## src/rtl/assert_macros.svh

```systemverilog
// Assertion macros shared by the parser modules.
// Each macro expects a clock named clk and a reset named rst in the using scope.
`ifndef ASSERT_MACROS_SVH
`define ASSERT_MACROS_SVH

// Checked on every clock edge outside reset.
`define GFP_ASSERT(lbl, prop, msg) \
  lbl: assert property (@(posedge clk) disable iff (rst) (prop)) else $error(msg);

// Checked on every clock edge, reset included.
`define GFP_ASSERT_ALWAYS(lbl, prop, msg) \
  lbl: assert property (@(posedge clk) (prop)) else $error(msg);

`endif

```

## src/rtl/gfp_pkg.sv

```systemverilog
package gfp_pkg;

  localparam int unsigned POS_W   = 6;
  localparam int unsigned BYTE_W  = 8;
  localparam int unsigned MAP_W   = 16;

  localparam logic [BYTE_W-1:0] HDR_FIRST   = 8'hFF;
  localparam logic [BYTE_W-1:0] HDR_SECOND  = 8'h55;
  localparam logic [BYTE_W-1:0] PRESS_STATE = 8'h01;
  localparam logic [BYTE_W-1:0] REMAP_LO    = 8'h10;
  localparam logic [BYTE_W-1:0] REMAP_HI    = 8'h14;
  localparam logic [BYTE_W-1:0] REMAP_OFS   = 8'd6;

  localparam logic [POS_W-1:0] POS_HDR_END = 6'd1;
  localparam logic [POS_W-1:0] POS_LEN     = 6'd2;
  localparam logic [POS_W-1:0] POS_MIN_END = 6'd3;
  localparam logic [POS_W-1:0] POS_CODE    = 6'd12;
  localparam logic [POS_W-1:0] POS_STATE   = 6'd13;

  // Frame completion event from the frame tracker to the button map.
  typedef struct packed {
    logic              done;
    logic [BYTE_W-1:0] code;
    logic [BYTE_W-1:0] state;
  } frame_evt_t;

endpackage

```

## src/rtl/gfp_in_if.sv

```systemverilog
interface gfp_in_if;
  logic                      valid;
  logic                      ready;
  logic                      byte_valid;
  logic [gfp_pkg::BYTE_W-1:0] rx_byte;

  modport source (output valid, output byte_valid, output rx_byte, input ready);
  modport sink (input valid, input byte_valid, input rx_byte, output ready);
endinterface

```

## src/rtl/gfp_out_if.sv

```systemverilog
interface gfp_out_if;
  logic                     valid;
  logic                     ready;
  logic                     frame_done;
  logic [gfp_pkg::MAP_W-1:0] pressed_map;
  logic [gfp_pkg::MAP_W-1:0] latched_map;
  logic                     none_pressed;

  modport source (
    output valid, output frame_done, output pressed_map, output latched_map,
    output none_pressed, input ready
  );
  modport sink (
    input valid, input frame_done, input pressed_map, input latched_map,
    input none_pressed, output ready
  );
endinterface

```

## src/rtl/gfp_frame_track.sv

```systemverilog
`include "assert_macros.svh"

module gfp_frame_track #(
  parameter int unsigned POS_LIMIT = 51
) (
  input  logic                       clk,
  input  logic                       rst,
  input  logic                       en,
  input  logic [gfp_pkg::BYTE_W-1:0] rx_byte,
  output gfp_pkg::frame_evt_t        evt
);

  logic [gfp_pkg::POS_W-1:0]  byte_pos, byte_pos_next;
  logic                       in_frame, in_frame_next;
  logic [gfp_pkg::BYTE_W-1:0] previous_byte, previous_byte_next;
  logic [gfp_pkg::BYTE_W-1:0] remaining_len, remaining_len_next;
  logic [gfp_pkg::BYTE_W-1:0] code_byte, code_byte_next;
  logic [gfp_pkg::BYTE_W-1:0] state_byte, state_byte_next;

  logic                      hdr_second;
  logic                      hdr_hit;
  logic [gfp_pkg::POS_W-1:0] pos_inc;
  logic                      open;
  logic                      done;

  always_comb begin
    previous_byte_next = previous_byte;
    remaining_len_next = remaining_len;
    code_byte_next     = code_byte;
    state_byte_next    = state_byte;
    done               = 1'b0;

    hdr_second = (rx_byte == gfp_pkg::HDR_SECOND) && !in_frame;
    hdr_hit    = hdr_second && (previous_byte == gfp_pkg::HDR_FIRST);

    // A second header byte outside a frame leaves the previous byte alone.
    if (!hdr_second) begin
      previous_byte_next = rx_byte;
      if (in_frame) begin
        if (byte_pos == gfp_pkg::POS_LEN) begin
          remaining_len_next = rx_byte;
        end else if (byte_pos > gfp_pkg::POS_LEN) begin
          remaining_len_next = remaining_len - 8'd1;
        end
        if (byte_pos == gfp_pkg::POS_CODE) begin
          code_byte_next = rx_byte;
        end else if (byte_pos == gfp_pkg::POS_STATE) begin
          state_byte_next = rx_byte;
        end
      end
    end

    pos_inc = (hdr_hit ? gfp_pkg::POS_HDR_END : byte_pos) + 6'd1;
    open    = hdr_hit || in_frame;

    // The position counter runs and wraps even outside a frame.
    if ((pos_inc > gfp_pkg::POS_W'(POS_LIMIT)) || (pos_inc == '0)) begin
      pos_inc = '0;
      open    = 1'b0;
    end

    if (open && (remaining_len_next == '0) && (pos_inc > gfp_pkg::POS_MIN_END)) begin
      open    = 1'b0;
      pos_inc = '0;
      done    = 1'b1;
    end

    byte_pos_next = pos_inc;
    in_frame_next = open;
  end

  always_ff @(posedge clk) begin
    if (rst) begin
      byte_pos      <= '0;
      in_frame      <= 1'b0;
      previous_byte <= '0;
      remaining_len <= '0;
      code_byte     <= '0;
      state_byte    <= '0;
    end else if (en) begin
      byte_pos      <= byte_pos_next;
      in_frame      <= in_frame_next;
      previous_byte <= previous_byte_next;
      remaining_len <= remaining_len_next;
      code_byte     <= code_byte_next;
      state_byte    <= state_byte_next;
    end
  end

  assign evt.done  = en && done;
  assign evt.code  = code_byte_next;
  assign evt.state = state_byte_next;

  `GFP_ASSERT(a_pos_in_range, byte_pos <= gfp_pkg::POS_W'(POS_LIMIT),
    "byte position beyond its limit")
  `GFP_ASSERT(a_done_restarts, evt.done |=> (byte_pos == '0) && !in_frame,
    "completed frame did not restart the position counter")
  `GFP_ASSERT_ALWAYS(a_reset_idle, rst |=> !in_frame && (byte_pos == '0),
    "reset did not clear the frame state")

endmodule

```

## src/rtl/gfp_button_map.sv

```systemverilog
`include "assert_macros.svh"

module gfp_button_map #(
  parameter int unsigned NUM_BUTTONS = 16
) (
  input  logic                      clk,
  input  logic                      rst,
  input  gfp_pkg::frame_evt_t       evt,
  output logic [gfp_pkg::MAP_W-1:0] pressed_map_next,
  output logic [gfp_pkg::MAP_W-1:0] latched_map_next,
  output logic                      none_pressed_next
);

  localparam int unsigned SHOW_W = (NUM_BUTTONS < gfp_pkg::MAP_W) ? NUM_BUTTONS
                                                                  : gfp_pkg::MAP_W;

  logic [NUM_BUTTONS-1:0]     pressed_bits, pressed_bits_next;
  logic [NUM_BUTTONS-1:0]     latched_bits, latched_bits_next;
  logic [gfp_pkg::BYTE_W-1:0] code;
  logic [gfp_pkg::BYTE_W-1:0] bit_idx;
  logic                       hit;
  logic [NUM_BUTTONS-1:0]     sel;

  always_comb begin
    code = evt.code;
    if ((code >= gfp_pkg::REMAP_LO) && (code <= gfp_pkg::REMAP_HI)) begin
      code = code - gfp_pkg::REMAP_OFS;
    end
    bit_idx = code - 8'd1;
    // Code zero and codes past the last button leave the maps untouched.
    hit = evt.done && (code != '0) && (bit_idx < gfp_pkg::BYTE_W'(NUM_BUTTONS));
    sel = hit ? (NUM_BUTTONS'(1) << bit_idx) : '0;

    if (evt.state == gfp_pkg::PRESS_STATE) begin
      pressed_bits_next = pressed_bits | sel;
      latched_bits_next = latched_bits | sel;
    end else begin
      pressed_bits_next = pressed_bits & ~sel;
      latched_bits_next = latched_bits;
    end
  end

  always_ff @(posedge clk) begin
    if (rst) begin
      pressed_bits <= '0;
      latched_bits <= '0;
    end else begin
      pressed_bits <= pressed_bits_next;
      latched_bits <= latched_bits_next;
    end
  end

  assign pressed_map_next  = gfp_pkg::MAP_W'(pressed_bits_next[SHOW_W-1:0]);
  assign latched_map_next  = gfp_pkg::MAP_W'(latched_bits_next[SHOW_W-1:0]);
  assign none_pressed_next = (pressed_bits_next == '0);

  `GFP_ASSERT(a_pressed_latched, (pressed_bits & ~latched_bits) == '0,
    "a pressed button is missing its latched bit")
  `GFP_ASSERT(a_idle_holds, !evt.done |=> $stable(pressed_bits) && $stable(latched_bits),
    "button maps changed without a completed frame")

endmodule

```

## src/rtl/gamepad_frame_parser_unit.sv

```systemverilog
// Channel | Dir | Payload                                          | Transfer
// rx_ch   | in  | byte_valid, rx_byte                              | valid & ready
// res_ch  | out | frame_done, pressed_map, latched_map, none_pressed | valid & ready
//
// One result per input item; items may enter every cycle, one per cycle sustained while res_ch is ready.
// Each item passes an input register, then the state update into the result register.
// Input and result registers decouple the sides, so a stalled result still lets one item in.
// Synchronous active-high reset clears the frame state and both button maps.
`include "assert_macros.svh"

module gamepad_frame_parser_unit #(
  parameter int unsigned NUM_BUTTONS = 16,
  parameter int unsigned POS_LIMIT   = 51
) (
  input logic      clk,
  input logic      rst,
  gfp_in_if.sink   rx_ch,
  gfp_out_if.source res_ch
);

  logic                       s1_valid;
  logic                       s1_byte_valid;
  logic [gfp_pkg::BYTE_W-1:0] s1_byte;
  logic                       res_valid;
  logic                       res_free;
  logic                       step;
  logic                       rx_xfer;

  gfp_pkg::frame_evt_t        evt;
  logic [gfp_pkg::MAP_W-1:0]  pressed_map_next;
  logic [gfp_pkg::MAP_W-1:0]  latched_map_next;
  logic                       none_pressed_next;

  assign res_free    = !res_valid || res_ch.ready;
  assign step        = s1_valid && res_free;
  assign rx_ch.ready = !s1_valid || res_free;
  assign rx_xfer     = rx_ch.valid && rx_ch.ready;

  always_ff @(posedge clk) begin
    if (rst) begin
      s1_valid <= 1'b0;
    end else if (rx_xfer) begin
      s1_valid <= 1'b1;
    end else if (step) begin
      s1_valid <= 1'b0;
    end
  end

  always_ff @(posedge clk) begin
    if (rx_xfer) begin
      s1_byte_valid <= rx_ch.byte_valid;
      s1_byte       <= rx_ch.rx_byte;
    end
  end

  gfp_frame_track #(
    .POS_LIMIT(POS_LIMIT)
  ) u_track (
    .clk     (clk),
    .rst     (rst),
    .en      (step && s1_byte_valid),
    .rx_byte (s1_byte),
    .evt     (evt)
  );

  gfp_button_map #(
    .NUM_BUTTONS(NUM_BUTTONS)
  ) u_map (
    .clk               (clk),
    .rst               (rst),
    .evt               (evt),
    .pressed_map_next  (pressed_map_next),
    .latched_map_next  (latched_map_next),
    .none_pressed_next (none_pressed_next)
  );

  always_ff @(posedge clk) begin
    if (rst) begin
      res_valid <= 1'b0;
    end else if (step) begin
      res_valid <= 1'b1;
    end else if (res_ch.ready) begin
      res_valid <= 1'b0;
    end
  end

  always_ff @(posedge clk) begin
    if (step) begin
      res_ch.frame_done   <= evt.done;
      res_ch.pressed_map  <= pressed_map_next;
      res_ch.latched_map  <= latched_map_next;
      res_ch.none_pressed <= none_pressed_next;
    end
  end

  assign res_ch.valid = res_valid;

  `GFP_ASSERT(a_no_overrun, (s1_valid && !step) |-> !rx_ch.ready,
    "input accepted while the input register still holds an item")

endmodule
```

## src/flat_wrapper.sv

```systemverilog
// flat-port wrapper written by rule: the top's interface ports become plain ports
module gamepad_frame_parser_unit_flat 
#(
  parameter int unsigned NUM_BUTTONS = 16,
  parameter int unsigned POS_LIMIT   = 51
)
  (clk, rst, rx_ch_valid, rx_ch_byte_valid, rx_ch_rx_byte, rx_ch_ready, res_ch_valid, res_ch_frame_done, res_ch_pressed_map, res_ch_latched_map, res_ch_none_pressed, res_ch_ready);
  gfp_in_if rx_ch_i ();
  gfp_out_if res_ch_i ();
  input logic clk;
  input logic rst;
  input wire logic [$bits(rx_ch_i.valid)-1:0] rx_ch_valid;
  input wire logic [$bits(rx_ch_i.byte_valid)-1:0] rx_ch_byte_valid;
  input wire logic [$bits(rx_ch_i.rx_byte)-1:0] rx_ch_rx_byte;
  output wire logic [$bits(rx_ch_i.ready)-1:0] rx_ch_ready;
  output wire logic [$bits(res_ch_i.valid)-1:0] res_ch_valid;
  output wire logic [$bits(res_ch_i.frame_done)-1:0] res_ch_frame_done;
  output wire logic [$bits(res_ch_i.pressed_map)-1:0] res_ch_pressed_map;
  output wire logic [$bits(res_ch_i.latched_map)-1:0] res_ch_latched_map;
  output wire logic [$bits(res_ch_i.none_pressed)-1:0] res_ch_none_pressed;
  input wire logic [$bits(res_ch_i.ready)-1:0] res_ch_ready;
  assign rx_ch_i.valid = rx_ch_valid;
  assign rx_ch_i.byte_valid = rx_ch_byte_valid;
  assign rx_ch_i.rx_byte = rx_ch_rx_byte;
  assign rx_ch_ready = rx_ch_i.ready;
  assign res_ch_valid = res_ch_i.valid;
  assign res_ch_frame_done = res_ch_i.frame_done;
  assign res_ch_pressed_map = res_ch_i.pressed_map;
  assign res_ch_latched_map = res_ch_i.latched_map;
  assign res_ch_none_pressed = res_ch_i.none_pressed;
  assign res_ch_i.ready = res_ch_ready;
  gamepad_frame_parser_unit #(.NUM_BUTTONS(NUM_BUTTONS), .POS_LIMIT(POS_LIMIT)) u_core (.clk(clk), .rst(rst), .rx_ch(rx_ch_i), .res_ch(res_ch_i));
endmodule
```

## config.mk

```make
export PLATFORM = sky130hd
export DESIGN_NAME = gamepad_frame_parser_unit_flat
export DESIGN_NICKNAME = d
export VERILOG_FILES = /design/src/rtl/gfp_pkg.sv /design/src/rtl/gfp_in_if.sv /design/src/rtl/gfp_out_if.sv /design/src/rtl/gfp_frame_track.sv /design/src/rtl/gfp_button_map.sv /design/src/rtl/gamepad_frame_parser_unit.sv /design/src/flat_wrapper.sv
export VERILOG_INCLUDE_DIRS = /design/src /design/src/rtl
export SDC_FILE = /design/constraint.sdc
export NUM_CORES = 1
export LEC_CHECK = 0
export BUFFER_PORTS_ARGS = -buffer_cell sky130_fd_sc_hd__buf_2
export CAP_MARGIN = 30
export CORE_ASPECT_RATIO = 0.7
export CORE_MARGIN = 8
export CORE_UTILIZATION = 25
export DETAILED_ROUTE_END_ITERATION = 10
export PLACE_DENSITY = 0.47
export REMOVE_ABC_BUFFERS = 1
export SYNTH_ARGS = -nofsm -noshare
export SYNTH_HDL_FRONTEND = slang
export SYNTH_HIERARCHICAL = 1
export SYNTH_SLANG_ARGS = --single-unit
```

## constraint.sdc

```tcl
create_clock -name clk -period 5.1 [get_ports clk]
set_clock_uncertainty 0.2 [all_clocks]
set_input_delay 0.51 -clock clk [delete_from_list [all_inputs] [get_ports clk]]
set_output_delay 0.51 -clock clk [all_outputs]
set_load 0.05 [all_outputs]
```

==> impl_metrics.tcl, run 1 <==
set metrics [dict create \
    synth.ff_latch_count 116 \
    cts_htree_levels 4 \
    first_pass_iters 5 \
    synth_cell_type_count 81 \
    yosys_most_used_dff "dfxtp_1" \
    report.power.total_mw 2.31 \
    synth-edff-count 43 \
    drt_iter0_drc 384 \
    cts_max_path_buffers 2 \
    fin_nets 666 \
    global_route_wire_length_before_repair_mm 25.1 \
    globalplace.congestion 0.834 \
    drt_wl_total_mm 15.7 \
    avgSynthCellArea_um2 10.1 \
    clock_sinks 116 \
    antenna_found_initial 0 \
    remaining_drc_errors 0 \
    clock.fmax_mhz 207 \
    clockRootBuffer "clkbuf_16" \
    grt.overflow.total 0 \
    track_usage 0.113 \
    total_number_of_placement_rows 46 \
    timing.hold.ws_ns 0.0689 \
    max-vdd-ir-drop_uv 154 \
    layout.cells.non_filler 973 \
    antenna_cells_inserted 0 \
    min_period_over_period 0.947 \
    routed_wire_length_per_instance_um 16.1 \
    core_area_mm2 0.0228 \
    dieArea_mm2 0.0285 \
    chipWidth_um 199 \
    post-route-cell-area_mm2 0.00726 \
    syn-cell-area_mm2 0.00583 \
    worst_slew_margin_rel 0.381 \
    clock_insertion_delay_worst_skew_ns 0.42 \
    post_route_cells_drive_above_1_share 0.284 \
    avgViaCountPerCell 4.72 \
    path_max_fanout 8 \
    fin_crit_ns 4.83 \
    area_delta_synth_final_pct 24.4 \
    final_util 0.318 \
    result_of_the_run "finished, final reports clean" \
    worst-endpoint-required_ns 5.14 \
    pin_count 49 \
    hpwl_mm 10.9 \
    clk_pin_slew_worst_paths_ns 0.06 \
    num_vias 4591 \
    hold_path.class "in -> reg" \
    synth_cells 575 \
    dp_cells 935 \
    grt_start_max_net_pins 47 \
    io_buffers 48 \
    cellPowerDensity_mw_per_mm2 319 \
    placed_instance_area_mm2 0.00655 \
    arrival_time_worst_endpoint_ns 4.86 \
    ys_warn_count 6 \
    setup_viol 0 \
    largest_stage_delay_worst_path_ns 0.40 \
    path_cells "nor4b_2 -> nand4b_1 -> nor2_2 -> nor2b_2 -> ha_4 -> a21boi_1 -> a221oi_1 -> o32a_1 -> nor2b_4 -> a21o_1 -> nand4b_4 -> nor2_4 -> nor2b_4 -> o2111ai_1 -> o31ai_1 -> nor2b_1 -> a31oi_4 -> nand3_2 -> mux2_4 -> nand4b_1 -> nor4_2" \
    timing_max_transition_violations_final 0 \
    die_y_um 144 \
    route.antenna.remaining_nets 0 \
    critPathSlowestCell "edfxtp_1" \
    hold_viol 0 \
    synthArstFlopShare 0 \
    worst-setup-path-type "reg -> reg" \
    power.leakage_nw 2.87 \
    timing_worst_slew_pin_value_ns 0.929 \
    cts_inserted_buffers 17 \
    cap_viol_max_count 0 \
    first_global_vias 4472 \
    initial_core_util 0.256 \
    tritoncts "yes" \
    most_frequent_standard_cell_in_the_layout_excluding_fill_and_tap_cells "dfxtp_1" \
    postCtsHoldBufs 0 \
    layout_common_cells "dfxtp_1 (73), nor2_1 (58), buf_2 (48)" \
    end_kind "register" \
    synth-seq-area-share 0.472 \
    startpoint_type "register" \
]
registers in the layout, summed over array words and instances, names as in the netlist, 6 cells and up:
register,flops
u_core/res_ch.latched_map,16
u_core/res_ch.pressed_map,16
u_core/u_map/latched_bits,16
u_core/u_map/pressed_bits,16
u_core/s1_byte,8
u_core/u_track/code_byte,8
u_core/u_track/previous_byte,8
u_core/u_track/remaining_len,8
u_core/u_track/state_byte,8
u_core/u_track/byte_pos,6
logic make-up after synthesis:
kind of cell               after synthesis  synth area share
muxes                                   62             0.113
xor gates and xnor gates                 3           0.00451
adders and majority gates                5            0.0107
buffers and inverters                   59            0.0476
AOI/OAI and AO/OA                      113             0.141
and+or+nand+nor                        217             0.212
DFF                                    116             0.472
synthesized netlist by cell type, drive strengths merged (4+ instances only):
| cell | number | area (um^2) |
|---|---|---|
| dfxtp | 73 | 1460 |
| nor2 | 62 | 245 |
| edfxtp | 43 | 1290 |
| mux2i | 36 | 360 |
| nor2b | 35 | 219 |
| nand2 | 32 | 120 |
| mux2 | 26 | 297 |
| clkbuf | 23 | 86.3 |
| inv | 21 | 78.8 |
| a21o | 18 | 135 |
| o21ai | 16 | 80.1 |
| a21oi | 15 | 78.8 |
| buf | 14 | 109 |
| nand3 | 14 | 70.1 |
| nor3 | 10 | 50.1 |
| and2 | 9 | 61.3 |
| a21boi | 8 | 60.1 |
| a31oi | 8 | 65.1 |
| nand4 | 7 | 43.8 |
| nor4 | 7 | 65.1 |
| o211ai | 7 | 52.6 |
| and3 | 6 | 42.5 |
| nand2b | 6 | 37.5 |
| o22ai | 6 | 43.8 |
| ha | 5 | 62.6 |
| a22oi | 4 | 30.0 |
| a2bb2oi | 4 | 47.6 |
| nand4b | 4 | 50.1 |
| o21a | 4 | 30.0 |
| o31ai | 4 | 30.0 |
| or4 | 4 | 35.0 |
worst max-delay path, delay by kind of cell (launching register included):
family,cells,cell delay [ns]
AOI/OAI and AO/OA,7,1.48
muxes,1,0.33
adders and majority gates,1,0.18
and+or+nand+nor,12,2.06
DFF,1,0.40
what timing repair did:
item	4_1_cts	5_1_grt
setup buffers	0	6
endpoints found under the setup margin	0	39
resized for setup	0	18
report_power, final:
group          internal [mW]  total [mW]  switching, mW
clock                  0.737        1.20          0.461
combinational         0.0292       0.127         0.0976
sequential             0.981       0.990        0.00960
stage by stage:
step	setup TNS [ns]	worst slack [ns]
after CTS	0	0.0573
after floorplan	0	0.00562
after global routing	-0.0994	-0.0994
after global placement	0	0.267
after detailed placement	0	0.133
final	0	0.273
path summary, 6_finish.rpt:
kind	start	to	slack [ns]	depth (start not counted)
worst max register to register	u_core/s1_byte[7]$_DFFE_PP_	u_core/res_ch.none_pressed$_DFFE_PP_	0.27	21
worst min-delay path	rx_ch_rx_byte[6]	u_core/s1_byte[6]$_DFFE_PP_	0.07	1
worst min register to register	u_core/u_track/previous_byte[1]$_SDFFE_PP0P_	u_core/u_track/previous_byte[1]$_SDFFE_PP0P_	0.26	2
worst max-delay path	u_core/s1_byte[7]$_DFFE_PP_	u_core/res_ch.none_pressed$_DFFE_PP_	0.27	21
routing by layer:
layer,global-route usage,wire [um],vias to the layer above
li1,-,-,2236
met1,0.163,8030,2216
met2,0.162,6850,121
met3,0.0224,617,18
met4,0.0408,213,0
met5,0,0,-
cell type report:
type                       count  area, um^2
clock inverter                14         151
tap                          312         390
sequential                   116        2750
inverter                      22        82.6
timing repair buffer          91         567
clock buffer                  18         439
fill                        2375       15500
multi-input combinational    400        2870
Power figures use the tool's default switching activity.
==> inputs of run 2 (changes only) <==
--- a/config.mk
+++ b/config.mk
@@ -16,5 +16,4 @@
 export REMOVE_ABC_BUFFERS = 1
 export SYNTH_ARGS = -nofsm -noshare
 export SYNTH_HDL_FRONTEND = slang
-export SYNTH_HIERARCHICAL = 1
 export SYNTH_SLANG_ARGS = --single-unit
==> run 2 against run 1 <==
Net effect: critical path type unchanged; sequential share of layout area up 0.93 points; global-route usage is 0.21 points higher; fmax decreased by 0.19%; first-iteration DRC count down 33%.
==> impl_metrics.tcl, run 2 <==
set metrics [dict create \
    synth_cell_type_count 70 \
    power_switching_mw 0.581 \
    pin_count 49 \
    comb_power_share 0.076 \
    synthArstFlopShare 0 \
    grt.overflow.total 0 \
    initial_core_util 0.255 \
    clock.fmax_mhz 207 \
    groute.layer.met3.usage 0.0256 \
    fin_nets 659 \
    dieArea_mm2 0.0283 \
    hold_viol 0 \
    synth_cells 584 \
    die_y_um 143 \
    clock_insertion_delay_worst_skew_ns 0.41 \
    final_util 0.313 \
    timing_max_transition_violations_final 0 \
    layout_common_cells "dfxtp_1 (71), nor2_1 (59), nand2_1 (50)" \
    clock_sinks 116 \
    min_period_over_period 0.948 \
    min_from "rx_ch_rx_byte[4]" \
    most_numerous_cell_in_the_yosys_netlist "dfxtp_1" \
    chipWidth_um 198 \
    power.leakage_nw 2.74 \
    post-synth-top-area-cell "dfxtp_1" \
    worst-r2r-setup-slack_ns 0.26 \
    finalSetupTns_ns 0 \
    drt_wl_total_mm 15.8 \
    synthTopCellsByArea "dfxtp_1 (25%), edfxtp_1 (22%), nor2b_1 (3.9%), nor2_1 (3.8%), mux2i_1 (3.5%)" \
    avgSynthCellArea_um2 9.89 \
    grt.met2_usage 0.165 \
    power_frac_seq 0.398 \
    result_of_the_run "finished, final reports clean" \
    layout.cells.non_filler 967 \
    routed_wire_length_per_instance_um 16.3 \
    ys_warn_count 0 \
    synth-edff-count 43 \
    power.share.clock 0.525 \
    tritoncts "yes" \
    dp_cells 935 \
    path_cells "or2_1 -> or4_4 -> mux2i_2 -> inv_1 -> o31ai_1 -> ha_1 -> o221a_4 -> a31o_1 -> nand4_2 -> nor4_4 -> buf_4 -> nand2_1 -> mux2_1 -> nor4_1 -> and4_1" \
    worst_setup_path_startpoint "u_core.u_track.byte_pos[4]$_SDFFE_PP0P_" \
    grt_most_used_layer "met2" \
    io_buffers 48 \
    critPathSlowestCell "or4_4" \
    cts_htree_levels 4 \
    cap_viol_max_count 0 \
    timing_worst_slew_pin_value_ns 0.797 \
    total_number_of_placement_rows 46 \
    antenna_found_initial 0 \
    ff_latch_area_mm2 0.00276 \
    fillers 2360 \
    arrival_time_worst_endpoint_ns 4.91 \
    setup_slack_after_placement_ns 0.230 \
    switching_share 0.233 \
    core_area_mm2 0.0227 \
    post_route_cells_drive_above_1_share 0.227 \
    num_vias 4666 \
    cts_max_path_buffers 2 \
    timing.final.ws_setup_ns 0.264 \
    worst-setup-path-type "reg -> reg" \
    globalplace.congestion 0.835 \
    largest_stage_delay_worst_path_ns 0.67 \
    worst-endpoint-required_ns 5.18 \
    clockRootBuffer "clkbuf_16" \
    first_pass_iters 5 \
    multiInputGateArea_mm2 0.00281 \
    internal-power_mw 1.91 \
    cellPowerDensity_mw_per_mm2 352 \
    grt_start_max_net_pins 73 \
    path_buf_inv 2 \
    track_usage 0.115 \
    post_cts.resized_instances 0 \
    syn-cell-area_mm2 0.00577 \
    setup_viol 0 \
    grt_use_met1 0.163 \
    max-vdd-ir-drop_uv 255 \
    startpoint_type "register" \
    area_delta_synth_final_pct 22.8 \
    yosys_most_used_dff "dfxtp_1" \
    synth-seq-area-share 0.477 \
    global_route_wire_length_before_repair_mm 25.4 \
    fin_crit_ns 4.84 \
    antenna_cells_inserted 0 \
    avgViaCountPerCell 4.83 \
    most_frequent_standard_cell_in_the_layout_excluding_fill_and_tap_cells "dfxtp_1" \
    drt_iter0_drc 257 \
    post-cts-setup-buffer-count 0 \
    postCtsHoldBufs 0 \
    cts_inserted_buffers 17 \
    hpwl_mm 11.1 \
    first_global_vias 4627 \
    critical_path.top_delay_family "simple AND/OR/NAND/NOR gates" \
    synth.cells.most_frequent "dfxtp_1 (73), nor2_1 (59), nand2_1 (50)" \
    route.antenna.remaining_nets 0 \
    path_max_fanout 24 \
    worst_slew_margin_rel 0.467 \
    hold_path.class "in -> reg" \
    remaining_drc_errors 0 \
    end_kind "register" \
    clk_pin_slew_worst_paths_ns 0.06 \
    yosysTopAreaCellShare 0.253 \
    rr_startpoint "u_core.u_track.byte_pos[4]$_SDFFE_PP0P_" \
    synth.ff_latch_count 116 \
]
## run 2: cell count changes in the layout (fill, tap and decap cells not counted), moves of 7 or more
cell | previous run | this run
a211oi_1 | 1 | 10
mux2i_1 | 34 | 18
a21oi_1 | 14 | 31
nand2_1 | 32 | 50
mux2_2 | 24 | 13
buf_4 | 42 | 26
o21ai_0 | 10 | 22
and2_1 | 6 | 13
inv_1 | 20 | 13
## run 2: final timing paths
| kind | endpoint | cells past startpoint |
|---|---|---|
| max reg2reg | u_core.res_ch.none_pressed$_DFFE_PP_ | 15 |
| min | u_core.s1_byte[4]$_DFFE_PP_ | 1 |
| max | u_core.res_ch.none_pressed$_DFFE_PP_ | 15 |
| min reg2reg | u_core.u_track.previous_byte[1]$_SDFFE_PP0P_ | 2 |
## run 2: power by group through the flow
stage | sequential [mW] | combinational [mW] | clock, mW
after floorplan | 1.06 | 0.0680 | 0
after global placement | 1.01 | 0.188 | 0
after detailed placement | 1.01 | 0.190 | 0
after CTS | 0.993 | 0.191 | 1.34
after global routing | 0.995 | 0.203 | 1.38
final | 0.993 | 0.190 | 1.31
## run 2: routing by layer
layer | vias up | wire length (um)
li1 | 2259 | -
met1 | 2270 | 8230
met2 | 121 | 6680
met3 | 16 | 634
met4 | 0 | 213
met5 | - | 0
## run 2: logic make-up (layout without fill, tap and decap cells)
kind of cell	Yosys count	in the layout	synth area share
buffers and inverters	48	119	0.0386
AOI/OAI and AO/OA	135	135	0.163
and+or+nand+nor	233	233	0.224
DFF	116	116	0.477
adders and majority gates	4	4	0.00867
xor gates and xnor gates	5	5	0.00759
muxes	43	43	0.0815
## run 2: cell type report
cell class,count,share of cell area
inverter,13,0.00688
sequential,116,0.389
tap,312,0.0551
clock buffer,20,0.0630
timing repair buffer,74,0.0614
multi-input combinational,420,0.396
clock inverter,12,0.0284
## run 2: metrics by stage
stage	area, um^2	hold slack (ns)	power, mW
final	7090	0.0757	2.49
after global routing	7090	0.0492	2.58
after CTS	7070	0.0529	2.52
after detailed placement	6420	0.252	1.20
after global placement	6420	0.244	1.20
after floorplan	5600	0.231	1.13
==> inputs of run 3 (changes only) <==
--- a/config.mk
+++ b/config.mk
@@ -8,11 +8,13 @@
 export LEC_CHECK = 0
 export BUFFER_PORTS_ARGS = -buffer_cell sky130_fd_sc_hd__buf_2
 export CAP_MARGIN = 30
+export CELL_PAD_IN_SITES_DETAIL_PLACEMENT = 1
+export CELL_PAD_IN_SITES_GLOBAL_PLACEMENT = 1
 export CORE_ASPECT_RATIO = 0.7
 export CORE_MARGIN = 8
 export CORE_UTILIZATION = 25
 export DETAILED_ROUTE_END_ITERATION = 10
-export PLACE_DENSITY = 0.47
+export PLACE_DENSITY = 0.54
 export REMOVE_ABC_BUFFERS = 1
 export SYNTH_ARGS = -nofsm -noshare
 export SYNTH_HDL_FRONTEND = slang
==> constraint.sdc (replaced) <==
create_clock -name clk -period 4.7 [get_ports clk]
set_clock_uncertainty 0.2 [all_clocks]
set_input_delay 0.47 -clock clk [delete_from_list [all_inputs] [get_ports clk]]
set_output_delay 0.47 -clock clk [all_outputs]
set_load 0.05 [all_outputs]
==> run 3 against run 2 <==
Net effect: clock power hardly changed; global-route usage is 1.3 points higher; largest power group unchanged; fmax is 6.1% higher; sequential power is 9% higher; via count is 1.3% higher; clock-buffer cell count stayed put; setup slack worse by 0.12 ns; sequential share of layout area is 0.94 points lower; final cell count is 1.7% higher; critical path type unchanged; final area is 2.4% higher; routed wire length is 13% higher.
==> impl_metrics.tcl, run 3 (synthesis gave the netlist of run 2 again) <==
set metrics [dict create \
    crit-reg2reg-capture "u_core.res_ch.none_pressed$_DFFE_PP_" \
    hold_viol 0 \
    most_frequent_standard_cell_in_the_layout_excluding_fill_and_tap_cells "dfxtp_1" \
    timing.reg2reg.worst_path_depth 14 \
    dieArea_mm2 0.0283 \
    clock_sinks 116 \
    clock_insertion_delay_worst_skew_ns 0.42 \
    worst_setup_path_startpoint "u_core.u_track.byte_pos[4]$_SDFFE_PP0P_" \
    io_buffers 48 \
    remaining_drc_errors 0 \
    hpwl_mm 12.9 \
    finalSetupTns_ns 0 \
    chipWidth_um 198 \
    die_y_um 143 \
    cap_viol_max_count 0 \
    track_usage 0.128 \
    worst-endpoint-required_ns 4.78 \
    drt_iter0_drc 228 \
    routed_wire_length_per_instance_um 18.1 \
    route.antenna.remaining_nets 0 \
    min_period_over_period 0.970 \
    startpoint_type "register" \
    core_area_mm2 0.0227 \
    crit_end "u_core.res_ch.none_pressed$_DFFE_PP_" \
    tritoncts "yes" \
    clockRootBuffer "clkbuf_16" \
    cts_inserted_buffers 17 \
    antenna_found_initial 0 \
    antenna_cells_inserted 0 \
    hold_path.class "in -> reg" \
    post_route_cells_drive_above_1_share 0.250 \
    worst-setup-path-type "reg -> reg" \
    timing_worst_slew_pin_value_ns 0.772 \
    worst-r2r-setup-slack_ns 0.14 \
    total_number_of_placement_rows 46 \
    avgViaCountPerCell 4.81 \
    grt.overflow.total 0 \
    timing.hold.ws_ns 0.0273 \
    first_global_vias 5055 \
    rr_startpoint "u_core.u_track.byte_pos[4]$_SDFFE_PP0P_" \
    clk_pin_slew_worst_paths_ns 0.06 \
    globalplace.congestion 0.798 \
    result_of_the_run "finished, final reports clean" \
    grt_start_max_net_pins 46 \
    drt_wl_total_mm 17.8 \
    pin_count 49 \
    arrival_time_worst_endpoint_ns 4.64 \
    setup_viol 0 \
    end_kind "register" \
    dp_cells 946 \
    timing_max_transition_violations_final 0 \
    max-vdd-ir-drop_uv 181 \
    initial_core_util 0.255 \
    num_vias 4725 \
    worst_slew_margin_rel 0.483 \
    layout.cells.non_filler 983 \
    fin_crit_ns 4.56 \
    power.leakage_nw 2.81 \
    cellPowerDensity_mw_per_mm2 361 \
    min_from "rx_ch_rx_byte[4]" \
    area_delta_synth_final_pct 25.7 \
    cts_htree_levels 4 \
    cts_max_path_buffers 2 \
    global_route_wire_length_before_repair_mm 28.4 \
    layout_common_cells "dfxtp_1 (73), nor2_1 (59), nand2_1 (50)" \
    path_max_fanout 7 \
    fin_nets 675 \
    first_pass_iters 4 \
    clock.fmax_mhz 219 \
]
-- run 3: metrics by stage --
stage | util | setup slack [ns] | instance area, um^2 | power (mW)
finish | 0.320 | 0.141 | 7260 | 2.62
global route | 0.320 | -0.0204 | 7260 | 2.71
CTS | 0.313 | 0.0133 | 7100 | 2.64
detailed placement | 0.287 | -0.0194 | 6510 | 1.31
global placement | 0.287 | 0.120 | 6510 | 1.31
floorplan | - | 0.0650 | 5600 | 1.23
-- run 3: layout make-up --
cell class | count | area [um^2]
fillers | 2620 | 15400
multi-input cells | 420 | 2910
flip-flops and latches | 116 | 2750
repair buffers | 90 | 566
clock buffers | 20 | 437
well taps | 312 | 390
clock inverters | 12 | 155
inverters | 13 | 48.8
-- run 3: how the worst min path moves through the flow --
| stage | slack (ns) | depth (start not counted) | end |
|---|---|---|---|
| global route | 0.02 | 1 | u_core.s1_byte[7]$_DFFE_PP_ |
| finish | 0.03 | 1 | u_core.s1_byte[4]$_DFFE_PP_ |
| CTS | 0.008 | 1 | u_core.s1_byte[4]$_DFFE_PP_ |
| floorplan | 0.23 | 2 | u_core.u_track.previous_byte[1]$_SDFFE_PP0P_ |
| global placement | 0.25 | 2 | u_core.u_track.previous_byte[1]$_SDFFE_PP0P_ |
| detailed placement | 0.27 | 2 | u_core.u_track.previous_byte[1]$_SDFFE_PP0P_ |
-- run 3: what timing repair did --
action | in CTS | in global routing
setup buffers | 0 | 4
pin swaps | 0 | 3
hold buffers | 0 | 0
resized for setup | 1 | 15
setup endpoints to repair | 1 | 5
-- run 3: worst max-delay path, cell delays in order (launching register included) --
cell and delay, ns:
dfxtp_1 0.31, or2_1 0.24, or4_4 0.66, mux2i_4 0.30, inv_1 0.12, ha_1 0.32
inv_1 0.09, o221a_4 0.31, nor4b_4 0.31, a211oi_4 0.13, nor4_4 0.35, nand2_1 0.12
mux2_1 0.41, nor4_4 0.32, and4_1 0.23
-- run 3: per-layer routing --
layer | track usage | share of wire | vias up
met2 | 0.195 | 0.44 | 81
met3 | 0.0233 | 0.040 | 17
met1 | 0.178 | 0.51 | 2344
met4 | 0.0443 | 0.013 | 0
met5 | 0 | 0 | -
li1 | - | - | 2283
-- run 3: power breakdown --
group / total, mW / switching, mW / internal, mW
Clock: 1.32 / 0.486 / 0.835
Combinational: 0.221 / 0.162 / 0.0586
Sequential: 1.08 / 0.0125 / 1.07
